<file path="src/sv/mbts_pkg.sv">
// Shared types, constants and helpers for the memory bus test sequencer.
`default_nettype none
package mbts_pkg;

	localparam int DATA_BITS   = 8;
	localparam int ADDR_BITS   = 16;
	localparam int SEG_W       = 16;
	localparam int OFF_W       = 16;
	localparam int LINES_W     = 5;
	localparam int LINE_IDX_W  = 4;
	localparam int AMASK_W     = 16;
	localparam int QUEUE_DEPTH = 2;
	localparam int QPTR_W      = (QUEUE_DEPTH > 1) ? $clog2(QUEUE_DEPTH) : 1;
	localparam int QCNT_W      = $clog2(QUEUE_DEPTH + 1);
	localparam int LINE_CAP    = (ADDR_BITS < 16) ? ADDR_BITS : 16;

	// input op codes
	localparam logic OP_START     = 1'b0;
	localparam logic OP_READ_DATA = 1'b1;

	// result kind codes
	localparam logic [1:0] KIND_WRITE = 2'd0;
	localparam logic [1:0] KIND_READ  = 2'd1;
	localparam logic [1:0] KIND_DONE  = 2'd2;

	// configuration register indexes
	localparam logic [1:0] CFG_BASE_SEGMENT  = 2'd0;
	localparam logic [1:0] CFG_BASE_OFFSET   = 2'd1;
	localparam logic [1:0] CFG_ADDRESS_LINES = 2'd2;

	localparam logic [OFF_W-1:0]     RST_BASE_OFFSET = 16'h2800;
	localparam logic [LINES_W-1:0]   RST_ADDR_LINES  = 5'd11;
	localparam logic [DATA_BITS-1:0] ADDR_PATTERN    = 8'hAA;

	// work descriptors passed from front to back
	typedef enum logic [1:0] {
		DESC_WRRD,    // write pattern at base, then read it back
		DESC_ASTART,  // clear power-of-two locations, write 0xAA at base, read line 0
		DESC_AREAD,   // read one power-of-two location
		DESC_DONE     // report both masks
	} desc_kind_t;

	typedef struct packed {
		desc_kind_t             kind;
		logic [DATA_BITS-1:0]   pattern;
		logic [LINE_IDX_W-1:0]  line;
		logic [DATA_BITS-1:0]   data_mask;
		logic [AMASK_W-1:0]     addr_mask;
	} desc_t;

	typedef struct packed {
		logic [SEG_W-1:0]   segment;
		logic [OFF_W-1:0]   offset;
		logic [LINES_W-1:0] lines;
	} cfg_t;

	function automatic logic [LINES_W-1:0] line_count(input logic [LINES_W-1:0] raw);
		logic [LINES_W-1:0] cap;
		cap = LINES_W'(LINE_CAP);
		return (raw > cap) ? cap : raw;
	endfunction

endpackage
`default_nettype wire

</file>
<file path="src/sv/mbts_front.sv">
// Front end: accepts input beats, tracks test progress, queues work descriptors.
`default_nettype none
module mbts_front import mbts_pkg::*; (
	input  wire logic                  clk,
	input  wire logic                  arst_n,
	input  wire logic                  in_valid,
	output logic                       in_ready,
	input  wire logic                  op,
	input  wire logic [DATA_BITS-1:0]  read_data,
	input  wire logic [LINES_W-1:0]    lines,
	input  wire logic                  q_full,
	output logic                       push,
	output desc_t                      push_desc
);

	typedef enum logic [1:0] {PH_IDLE, PH_DATA, PH_ADDR} phase_t;

	phase_t                  phase_q, phase_d;
	logic [DATA_BITS-1:0]    pattern_q, pattern_d;
	logic [LINES_W-1:0]      line_q, line_d;
	logic [DATA_BITS-1:0]    dfault_q, dfault_d;
	logic [AMASK_W-1:0]      afault_q, afault_d;

	logic                    accept;
	logic [DATA_BITS-1:0]    pat_shift;
	logic [DATA_BITS-1:0]    dmask;
	logic [AMASK_W-1:0]      amask;
	logic [LINES_W-1:0]      line_inc;

	assign in_ready  = !q_full;
	assign accept    = in_valid && in_ready;
	assign pat_shift = {pattern_q[DATA_BITS-2:0], 1'b0};
	assign dmask     = dfault_q | ((read_data != pattern_q) ? pattern_q : '0);
	assign amask     = afault_q |
		((read_data != '0) ? (AMASK_W'(1) << line_q[LINE_IDX_W-1:0]) : '0);
	assign line_inc  = line_q + LINES_W'(1);

	always_comb begin
		phase_d   = phase_q;
		pattern_d = pattern_q;
		line_d    = line_q;
		dfault_d  = dfault_q;
		afault_d  = afault_q;
		push      = 1'b0;
		push_desc = '0;
		if (accept) begin
			if (op == OP_START) begin
				phase_d           = PH_DATA;
				pattern_d         = DATA_BITS'(1);
				line_d            = '0;
				dfault_d          = '0;
				afault_d          = '0;
				push              = 1'b1;
				push_desc.kind    = DESC_WRRD;
				push_desc.pattern = DATA_BITS'(1);
			end else begin
				case (phase_q)
					PH_DATA: begin
						dfault_d  = dmask;
						pattern_d = pat_shift;
						push      = 1'b1;
						if (pat_shift != '0) begin
							push_desc.kind    = DESC_WRRD;
							push_desc.pattern = pat_shift;
						end else if (lines == '0) begin
							phase_d             = PH_IDLE;
							push_desc.kind      = DESC_DONE;
							push_desc.data_mask = dmask;
							push_desc.addr_mask = afault_q;
						end else begin
							phase_d        = PH_ADDR;
							line_d         = '0;
							push_desc.kind = DESC_ASTART;
						end
					end
					PH_ADDR: begin
						afault_d = amask;
						line_d   = line_inc;
						push     = 1'b1;
						if (line_inc < lines) begin
							push_desc.kind = DESC_AREAD;
							push_desc.line = line_inc[LINE_IDX_W-1:0];
						end else begin
							phase_d             = PH_IDLE;
							push_desc.kind      = DESC_DONE;
							push_desc.data_mask = dfault_q;
							push_desc.addr_mask = amask;
						end
					end
					default: begin
						// read data while idle is dropped
					end
				endcase
			end
		end
	end

	always_ff @(posedge clk or negedge arst_n) begin
		if (!arst_n) begin
			phase_q   <= PH_IDLE;
			pattern_q <= '0;
			line_q    <= '0;
			dfault_q  <= '0;
			afault_q  <= '0;
		end else begin
			phase_q   <= phase_d;
			pattern_q <= pattern_d;
			line_q    <= line_d;
			dfault_q  <= dfault_d;
			afault_q  <= afault_d;
		end
	end

endmodule
`default_nettype wire

</file>
<file path="src/sv/mbts_queue.sv">
// Short descriptor queue between front and back.
`default_nettype none
module mbts_queue import mbts_pkg::*; (
	input  wire logic   clk,
	input  wire logic   arst_n,
	input  wire logic   push,
	input  wire desc_t  push_desc,
	output logic        full,
	input  wire logic   pop,
	output logic        pop_valid,
	output desc_t       pop_desc
);

	desc_t              mem_q [QUEUE_DEPTH];
	logic [QPTR_W-1:0]  wr_ptr_q;
	logic [QPTR_W-1:0]  rd_ptr_q;
	logic [QCNT_W-1:0]  count_q;
	logic               do_push;
	logic               do_pop;

	assign full      = (count_q == QCNT_W'(QUEUE_DEPTH));
	assign pop_valid = (count_q != '0);
	assign pop_desc  = mem_q[rd_ptr_q];
	assign do_push   = push && !full;
	assign do_pop    = pop && pop_valid;

	function automatic logic [QPTR_W-1:0] ptr_next(input logic [QPTR_W-1:0] p);
		return (p == QPTR_W'(QUEUE_DEPTH - 1)) ? '0 : p + QPTR_W'(1);
	endfunction

	always_ff @(posedge clk) begin
		if (do_push) begin
			mem_q[wr_ptr_q] <= push_desc;
		end
	end

	always_ff @(posedge clk or negedge arst_n) begin
		if (!arst_n) begin
			wr_ptr_q <= '0;
			rd_ptr_q <= '0;
			count_q  <= '0;
		end else begin
			if (do_push) begin
				wr_ptr_q <= ptr_next(wr_ptr_q);
			end
			if (do_pop) begin
				rd_ptr_q <= ptr_next(rd_ptr_q);
			end
			if (do_push && !do_pop) begin
				count_q <= count_q + QCNT_W'(1);
			end else if (do_pop && !do_push) begin
				count_q <= count_q - QCNT_W'(1);
			end
		end
	end

endmodule
`default_nettype wire

</file>
<file path="src/sv/mbts_back.sv">
// Back end: expands descriptors into memory command and done beats.
`default_nettype none
module mbts_back import mbts_pkg::*; (
	input  wire logic                  clk,
	input  wire logic                  arst_n,
	input  wire cfg_t                  cfg,
	input  wire logic                  q_valid,
	input  wire desc_t                 q_desc,
	output logic                       q_pop,
	output logic                       out_valid,
	input  wire logic                  out_ready,
	output logic [1:0]                 kind,
	output logic [SEG_W-1:0]           mem_segment,
	output logic [OFF_W-1:0]           mem_offset,
	output logic [DATA_BITS-1:0]       write_data,
	output logic [DATA_BITS-1:0]       data_fault_mask,
	output logic [AMASK_W-1:0]         addr_fault_mask,
	output logic                       last
);

	desc_t                  cur_q;
	logic                   cur_valid_q;
	logic [LINES_W-1:0]     step_q;
	logic                   out_valid_q;

	logic                   issue;
	logic [1:0]             b_kind;
	logic [OFF_W-1:0]       b_loc;
	logic [DATA_BITS-1:0]   b_wd;
	logic                   b_last;
	logic                   b_done;

	assign issue = cur_valid_q && (!out_valid_q || out_ready);
	assign q_pop = q_valid && (!cur_valid_q || (issue && b_last));

	always_comb begin
		b_kind = KIND_READ;
		b_loc  = '0;
		b_wd   = '0;
		b_last = 1'b0;
		b_done = 1'b0;
		case (cur_q.kind)
			DESC_WRRD: begin
				if (step_q == '0) begin
					b_kind = KIND_WRITE;
					b_wd   = cur_q.pattern;
				end else begin
					b_last = 1'b1;
				end
			end
			DESC_ASTART: begin
				if (step_q < cfg.lines) begin
					b_kind = KIND_WRITE;
					b_loc  = OFF_W'(1) << step_q[LINE_IDX_W-1:0];
				end else if (step_q == cfg.lines) begin
					b_kind = KIND_WRITE;
					b_wd   = ADDR_PATTERN;
				end else begin
					b_loc  = OFF_W'(1);
					b_last = 1'b1;
				end
			end
			DESC_AREAD: begin
				b_loc  = OFF_W'(1) << cur_q.line;
				b_last = 1'b1;
			end
			DESC_DONE: begin
				b_kind = KIND_DONE;
				b_done = 1'b1;
				b_last = 1'b1;
			end
			default: begin
				b_last = 1'b1;
			end
		endcase
	end

	always_ff @(posedge clk or negedge arst_n) begin
		if (!arst_n) begin
			cur_valid_q <= 1'b0;
			step_q      <= '0;
			out_valid_q <= 1'b0;
		end else begin
			if (q_pop) begin
				cur_valid_q <= 1'b1;
				step_q      <= '0;
			end else if (issue && b_last) begin
				cur_valid_q <= 1'b0;
			end else if (issue) begin
				step_q <= step_q + LINES_W'(1);
			end
			if (issue) begin
				out_valid_q <= 1'b1;
			end else if (out_ready) begin
				out_valid_q <= 1'b0;
			end
		end
	end

	// payload registers
	always_ff @(posedge clk) begin
		if (q_pop) begin
			cur_q <= q_desc;
		end
		if (issue) begin
			kind            <= b_kind;
			mem_segment     <= b_done ? '0 : cfg.segment;
			mem_offset      <= b_done ? '0 : cfg.offset + b_loc;
			write_data      <= b_wd;
			data_fault_mask <= b_done ? cur_q.data_mask : '0;
			addr_fault_mask <= b_done ? cur_q.addr_mask : '0;
			last            <= b_last;
		end
	end

	assign out_valid = out_valid_q;

endmodule
`default_nettype wire

</file>
<file path="src/sv/memory_bus_test_sequencer_unit.sv">
// Memory bus test sequencer top level: walking-ones data test, then address line test.
// Path of an item: descriptor queue, back-end descriptor register, output registers.
// Throughput: one input beat per cycle while the two-entry descriptor queue has room;
// output issues one result beat per cycle while out_ready is high; a data-to-address
// item yields (address lines + 2) beats, a read while idle none, others one or two.
// Reset (arst_n low, asynchronous): test idle, masks clear, queue and output empty.
`default_nettype none
module memory_bus_test_sequencer_unit import mbts_pkg::*; (
	input  wire logic                  clk,
	input  wire logic                  arst_n,
	input  wire logic                  cfg_valid,
	output logic                       cfg_ready,
	input  wire logic [1:0]            cfg_index,
	input  wire logic [15:0]           cfg_data,
	input  wire logic                  in_valid,
	output logic                       in_ready,
	input  wire logic                  op,
	input  wire logic [DATA_BITS-1:0]  read_data,
	output logic                       out_valid,
	input  wire logic                  out_ready,
	output logic [1:0]                 kind,
	output logic [SEG_W-1:0]           mem_segment,
	output logic [OFF_W-1:0]           mem_offset,
	output logic [DATA_BITS-1:0]       write_data,
	output logic [DATA_BITS-1:0]       data_fault_mask,
	output logic [AMASK_W-1:0]         addr_fault_mask,
	output logic                       last
);

	logic [SEG_W-1:0]    seg_q;
	logic [OFF_W-1:0]    off_q;
	logic [LINES_W-1:0]  lines_raw_q;
	cfg_t                cfg;
	logic                q_full;
	logic                push;
	desc_t               push_desc;
	logic                q_pop;
	logic                q_valid;
	desc_t               q_desc;

	assign cfg_ready = 1'b1;

	always_ff @(posedge clk or negedge arst_n) begin
		if (!arst_n) begin
			seg_q       <= '0;
			off_q       <= RST_BASE_OFFSET;
			lines_raw_q <= RST_ADDR_LINES;
		end else if (cfg_valid && cfg_ready) begin
			case (cfg_index)
				CFG_BASE_SEGMENT:  seg_q       <= cfg_data[SEG_W-1:0];
				CFG_BASE_OFFSET:   off_q       <= cfg_data[OFF_W-1:0];
				CFG_ADDRESS_LINES: lines_raw_q <= cfg_data[LINES_W-1:0];
				default: begin
				end
			endcase
		end
	end

	assign cfg.segment = seg_q;
	assign cfg.offset  = off_q;
	assign cfg.lines   = line_count(lines_raw_q);

	mbts_front u_front (
		.clk       (clk),
		.arst_n    (arst_n),
		.in_valid  (in_valid),
		.in_ready  (in_ready),
		.op        (op),
		.read_data (read_data),
		.lines     (cfg.lines),
		.q_full    (q_full),
		.push      (push),
		.push_desc (push_desc)
	);

	mbts_queue u_queue (
		.clk       (clk),
		.arst_n    (arst_n),
		.push      (push),
		.push_desc (push_desc),
		.full      (q_full),
		.pop       (q_pop),
		.pop_valid (q_valid),
		.pop_desc  (q_desc)
	);

	mbts_back u_back (
		.clk             (clk),
		.arst_n          (arst_n),
		.cfg             (cfg),
		.q_valid         (q_valid),
		.q_desc          (q_desc),
		.q_pop           (q_pop),
		.out_valid       (out_valid),
		.out_ready       (out_ready),
		.kind            (kind),
		.mem_segment     (mem_segment),
		.mem_offset      (mem_offset),
		.write_data      (write_data),
		.data_fault_mask (data_fault_mask),
		.addr_fault_mask (addr_fault_mask),
		.last            (last)
	);

	a_done_is_last: assert property (@(posedge clk) disable iff (!arst_n)
		out_valid && kind == KIND_DONE |-> last)
		else $error("done beat without last");

	a_done_no_cmd: assert property (@(posedge clk) disable iff (!arst_n)
		out_valid && kind == KIND_DONE |->
			mem_segment == '0 && mem_offset == '0 && write_data == '0)
		else $error("done beat carries command fields");

	a_cmd_no_mask: assert property (@(posedge clk) disable iff (!arst_n)
		out_valid && kind != KIND_DONE |->
			data_fault_mask == '0 && addr_fault_mask == '0)
		else $error("command beat carries fault masks");

	a_no_overflow: assert property (@(posedge clk) disable iff (!arst_n)
		push |-> !q_full)
		else $error("descriptor pushed into full queue");

endmodule
`default_nettype wire

</file>
<file path="config.mk">
export PLATFORM = sky130hd
export DESIGN_NAME = memory_bus_test_sequencer_unit
export DESIGN_NICKNAME = d
export VERILOG_FILES = /design/src/sv/mbts_pkg.sv /design/src/sv/mbts_front.sv /design/src/sv/mbts_queue.sv /design/src/sv/mbts_back.sv /design/src/sv/memory_bus_test_sequencer_unit.sv
export SDC_FILE = /design/constraint.sdc
export NUM_CORES = 1
export LEC_CHECK = 0
export BUFFER_PORTS_ARGS = -buffer_cell sky130_fd_sc_hd__buf_2
export CAP_MARGIN = 30
export CELL_PAD_IN_SITES_DETAIL_PLACEMENT = 1
export CELL_PAD_IN_SITES_GLOBAL_PLACEMENT = 1
export CORE_UTILIZATION = 45
export DETAILED_ROUTE_END_ITERATION = 8
export HOLD_SLACK_MARGIN = 0.1
export PLACE_DENSITY_LB_ADDON = 0.1
export SLEW_MARGIN = 20
export SYNTH_ARGS = -nofsm -noshare
export SYNTH_HDL_FRONTEND = slang
export SYNTH_SLANG_ARGS = --single-unit
</file>
<file path="constraint.sdc">
create_clock -name clk -period 3.85 [get_ports clk]
set_input_delay 0.385 -clock clk [delete_from_list [all_inputs] [get_ports clk]]
set_output_delay 0.385 -clock clk [all_outputs]
set_load 0.01 [all_outputs]
</file>
* Yosys cells after proc, flatten, opt, wreduce, memory -nomap -nowiden
Memories as Yosys holds them, arrays and structs flattened. A register that Yosys moved wholly into a read port is not among the register bits. Cells that the tools add are included.
Operators by class: magnitude comparators 3, multiplexer cells 65, add/sub/neg operators 7, reductions and logical operators 36, equality and inequality tests 17, bitwise gates (word level) 2, shift-type cells 3
Operators with widths (number):
- $mux W8 | 10
- $mux W24 | 3
- $mux W16 | 4
- $pmux W24 S2 | 1
- $shl A1 B4 Y16 const A | 3
- $mux W38 | 1
- $mux W5 | 7
- $pmux W16 S2 | 1
- $mux W28 | 1
- $mux W1 | 19
- $mux W2 | 9
- $add A16 B16 Y16 | 1
- $or A16 B16 Y16 | 1
- $pmux W8 S2 | 1
- $reduce_bool A8 Y1 | 2
- $reduce_and A2 Y1 | 6
- $add A5 B1 Y5 const B | 2
- $eq A2 B2 Y1 const B | 5
- $logic_not A5 Y1 | 2
- $lt A5 B5 Y1 | 2
- $mux W10 | 1
- $pmux W5 S2 | 1
- $reduce_bool A2 Y1 | 5
- $ne A3 B3 Y1 const B | 3
- 21 further kinds | 42
Word-level totals: input port bits 32, bits in registers 154, output and inout port bits 70, memory bits (writable) 76, memories 1
Memory list:
- u_queue.mem_q | depth 2, bits a word 38, rd ports 1, clocked after memory_dff 1, write ports 1, line mbts_queue.sv:14 | desc_t mem_q [QUEUE_DEPTH];

* Logic depth before layout (Yosys ltp)
depth in word-level cells 13, gate-level depth with buffers 15

* Hierarchy
A second synthesis with hierarchy kept.
Second synthesis, totals: cells, all modules 925, area total of the unflattened synthesis 12238.0 um^2
By module, submodules not included:
- mbts_back | area an instance 5353.9 um^2, cells an instance 412, instances 1
- mbts_queue | area an instance 2989.1 um^2, cells an instance 137, instances 1
- mbts_front | area an instance 2449.8 um^2, cells an instance 290, instances 1
- memory_bus_test_sequencer_unit | area an instance 1445.1 um^2, cells an instance 86, instances 1

* Worst setup path before layout
OpenSTA, ideal clock, no wires.
path type flip-flop to flip-flop, start reg lines_raw_q[4], end reg u_back.mem_offset[12], data pin, setup slack -143 ps, period minus slack after synthesis 3993 ps, required time 3590 ps, cell stages (with the launch flop) 16, arrival 3734 ps, library setup time 260 ps, cells stage by stage dfrtp_1 > inv_1 > nand2_1 > ha_1 > nand4_1 > o221ai_2 > nor2_1 > a32o_1 > o21a_1 > ha_1 > fa_1 > a211oi_1 > o21ai_0 > a21oi_1 > o21ai_0 > mux2_2
On the way: cells in the longest elaborated chain, start to end 7, elaborated cells between the ends (all ways) 8
Ends and longest elaborated chain:
- start: declaration | line memory_bus_test_sequencer_unit.sv:32 | logic [LINES_W-1:0] lines_raw_q;
- start signal: assignment | line memory_bus_test_sequencer_unit.sv:52 | CFG_ADDRESS_LINES: lines_raw_q <= cfg_data[LINES_W-1:0];
- $gt A5 B5 Y1 | line mbts_pkg.sv:60 | return (raw > cap) ? cap : raw;
- $mux W5 * | line mbts_pkg.sv:60
- branches (longest 2 deep; another with $lt A5 B5 Y1)
- $mux W16 * | line mbts_back.sv:52 | if (step_q < cfg.lines) begin
- $pmux W16 S2 * | line mbts_back.sv:42 | case (cur_q.kind)
- $add A16 B16 Y16 * | line mbts_back.sv:108 | mem_offset <= b_done ? '0 : cfg.offset + b_loc;
- end signal: assignment | line mbts_back.sv:108
- end: declaration | line mbts_back.sv:14 | output logic [OFF_W-1:0] mem_offset,
Every way passes the cells marked *. A chain may end at the register's enable or synchronous reset.

* Worst setup path in the final report
start reg lines_raw_q[1], end reg u_back.mem_offset[12], data pin
The elaborated chain is that of the path after synthesis.

==> impl_metrics.csv <==
group,metric,value,unit
worst_setup_path,max_stage_delay,0.55,ns
clocking,cts_max_path_buffers,3,
sta,rsz0062_at_grt,"yes",
grt,antenna_found_initial,0,
grt,grt_max_degree,65,
floorplan,coreArea,0.02628,mm^2
logic_synthesis,synth_edf_count,181,
routing,wire_per_inst,20.11,um
clocking,root_buffer,"clkbuf_16",
logic_synthesis,syn_area,0.01217,mm^2
pwr,vdd_ir_drop_max,0.4310,mV
logic_synthesis,yosysTopAreaCell,"edfxtp_1",
routing,drtPass1Iterations,6,
logic_synthesis,synth-adder-area-share,4.585,%
logic_synthesis,synth-seq-cells,268,
worst_setup_path,crit_buf_inv,0,
clocking,clk_latency,0.56,ns
finish,area_growth,19.25,%
routing,route.detailed.drc,11,
clocking,numCtsBuffers,28,
worst_setup_path,path_class,"flop to flop",
finish,drive_gt1_share,28.21,%
worst_setup_path,slowest_stage,"dfstp_2",
routing,routed_wl,28700,um
finish,antenna_cells,0,
floorplan,ios,102,
finish,final_cell_mix,"edfxtp_1 (181), buf_2 (99), dfrtp_1 (82)",
logic_synthesis,syn_nets,992,
logic_synthesis,postSynth.asyncResetShare,32.46,%
routing,drt_iter0_drc,392,
clocking,path_clk_slew,0.06,ns
sta,max_freq,0.2750,GHz
worst_setup_path,arrival,3.94,ns
placement,pre_cts_ws,-0.05299,ns
worst_hold_path,holdCritPathClass,"input pin to flop",
logic_synthesis,synth_top_area_share,44.65,%
sta,fin_ws,0.2134,ns
sta,slew_viol_final,0,
logic_synthesis,synth_mux_area_share,7.206,%
logic_synthesis,yosys-top-cells-area,"edfxtp_1 (45%), dfrtp_1 (17%), mux2_2 (7.1%), ha_1 (4.4%), nor2b_1 (2.8%)",
worst_setup_path,cp.required,4.15,ns
logic_synthesis,postSynthAreaPerCell,13.29,um^2
placement,port_buffers,100,
logic_synthesis,synth-compound-area-share,9.385,%
logic_synthesis,synth-simple-area-share,12.62,%
sta,tightest_slew,0.8834,ns
routing,antenna_left,0,
sta,post-route-min-period,3.637,ns
grt,grt_usage,21.19,%
worst_setup_path,path_max_fanout,5,
placement,dp_hpwl,19940,um
logic_synthesis,synth_xor_area_share,1.655,%
sta,holdWs,0.1195,ns
logic_synthesis,seq_area_frac_synth,62.59,%
routing,vias,7797,
run_status,violations,"DRC",
sta,relSlewSlack,40.98,%
worst_setup_path,critical_path.most_common_cell,"o21ai_1",
logic_synthesis,ys_warn_count,0,
sta,setup_viol,0,
finish,fin_nets,1146,
pwr,p_leak,5.771,nW
floorplan,die_area,0.02771,mm^2
logic_synthesis,synth_cell_types,72,
floorplan,fp.dieW,166.5,um
sta,fin_skew,0.01632,ns
logic_synthesis,synth_top_family_by_area,"simple AND/OR/NAND/NOR gates",
run,drv_cap,0,
grt,grt_pass1_wl,45830,um
sta,hold_violations,0,
worst_setup_path,critical_path.cell_chain,"nand2_2 > ha_1 > nand4_1 > o221ai_4 > nor2_4 > a32o_1 > o21a_1 > ha_2 > fa_2 > a211oi_2 > o21ai_1 > a21oi_2 > o21ai_1 > mux2_2",
sta,post-route-period-util,94.46,%
routing,via_per_inst,5.464,
floorplan,initial_core_util,46.31,%
worst_setup_path,end_kind,"flop",
clocking,htreeDepth,1,
logic_synthesis,synthCells,916,
grt,grt_pass1_vias,8098,
worst_setup_path,crit_family,"compound AO/OA/AOI/OAI gates",
logic_synthesis,synth-main-ff-cell,"edfxtp_1",
worst_setup_path,start_kind,"flop",
pwr,power_density,757.9,mW/mm^2
floorplan,die_h,166.5,um
grt,grt_overflow,0,
finish,layout_commonest_cell,"edfxtp_1",
run_status,status,"complete, but fails checks",
floorplan,num_rows,59,
placement,gp_congestion,0.8519,
clocking,cts_tree,"yes",
finish,nFillCells,2657,
clocking,clock-sinks,268,
## worst reg2reg max path, delay by kind of cell (launching register included)
| family | cells | cell delay [ns] |
|---|---|---|
| flops | 1 | 0.55 |
| compound gates | 7 | 1.41 |
| mux | 1 | 0.28 |
| simple gates | 3 | 0.32 |
| fa+ha+maj | 3 | 0.85 |
## report_power, final
part	internal, mW	leakage, nW	switching (mW)
combinational	1.41	2.44	2.01
clock	1.66	0.478	1.12
sequential	4.32	2.86	0.472
total	7.39	5.77	3.61
## state kept, by name (all words and copies together) (netlist names), 2 cells and up
| signal | cells |
|---|---|
| u_back.mem_offset | 16 |
| u_back.kind | 2 |
| u_back.addr_fault_mask | 16 |
| u_back.step_q | 5 |
| u_front.pattern_q | 8 |
| u_front.line_q | 5 |
| off_q | 16 |
| u_back.data_fault_mask | 8 |
| u_queue.count_q | 2 |
| u_front.phase_q | 2 |
| lines_raw_q | 5 |
| u_back.cur_q | 38 |
| u_front.afault_q | 16 |
| u_back.mem_segment | 16 |
| u_front.dfault_q | 8 |
| u_queue.mem_q | 76 |
| seg_q | 16 |
| u_back.write_data | 8 |
## timing repair
item | 4_1_cts | 5_1_grt
hold buffers | 13 | 0
gates resized for setup | 2 | 16
pin swaps | 0 | 11
setup buffers | 0 | 2
endpoints found under the hold margin | 83 | 0
endpoints found under the setup margin | 4 | 11
## stage by stage
stage          area [um^2]   TNS [ns]  std cells  utilization (%)  total power, mW
5_1_grt              14520  -0.003820       1427            55.23            11.60
4_1_cts              14390          0       1422            54.75            11.05
6_report             14520          0       1427            55.23            11.00
3_3_place_gp         13280          0       1357            50.55            8.089
3_5_place_dp         13280    -0.1328       1357            50.55            8.208
2_1_floorplan        12190          0        916                -            6.902
## logic make-up (layout without fill, tap and decap cells)
| kind of cell | count (synthesis) | in the layout |
|---|---|---|
| XOR/XNOR | 23 | 23 |
| flip-flops | 268 | 268 |
| buffers and inverters | 58 | 234 |
| adder cells (fa/ha/maj) | 44 | 44 |
| multiplexers | 78 | 78 |
| AO/OA/AOI/OAI | 166 | 166 |
| AND/OR/NAND/NOR | 278 | 278 |
| other | 1 | 1 |
## area by class of cell
type	count	area, um^2	share of cell area, %
sequential	268	7619	52.49
clock buffer	39	803.3	5.534
tap	335	419.2	2.888
timing repair buffer	156	996.0	6.861
clock inverter	13	166.4	1.146
inverter	26	97.59	0.6724
multi-input combinational	590	4414	30.41
## cells in the mapped netlist (5+ instances only)
master,number
edfxtp_1,181
dfrtp_1,82
mux2_2,77
nand2_1,58
nor2b_1,54
nor2_1,50
ha_1,43
a21oi_1,38
o21ai_0,38
and2_1,28
inv_1,25
clkbuf_1,24
xor2_1,19
nand3_1,17
a31oi_1,15
and3_1,13
nor3_1,11
a22o_1,10
a21o_1,8
a32oi_1,8
nor4_1,7
a211oi_1,6
nand4_1,6
a41oi_1,5
dfstp_2,5
nand2b_1,5
nand3b_1,5
o211ai_1,5
o21a_1,5
## worst paths after layout
check | startpoint | to | slack, ns | cells after the start
min in group asynchronous | arst_n | u_queue.wr_ptr_q | 0.32 | 2
setup reg to reg | lines_raw_q[1] | u_back.mem_offset[12] | 0.21 | 14
hold / removal | cfg_data[2] | lines_raw_q[2] | 0.12 | 2
max in group asynchronous | arst_n | off_q[13] | 2.54 | 4
hold reg to reg | u_front.dfault_q[5] | u_front.dfault_q[5] | 0.50 | 2
setup / recovery | lines_raw_q[1] | u_back.mem_offset[12] | 0.21 | 14
## per-layer routing
layer	part of all wire [%]	vias to the layer above	global-route usage, %
met4	1.9	0	5.395
met1	45	3901	28.96
met5	0	-	0
met3	4.4	37	2.899
li1	-	3705	-
met2	49	154	35.70
No activity file was read; power rests on OpenSTA's default activity.
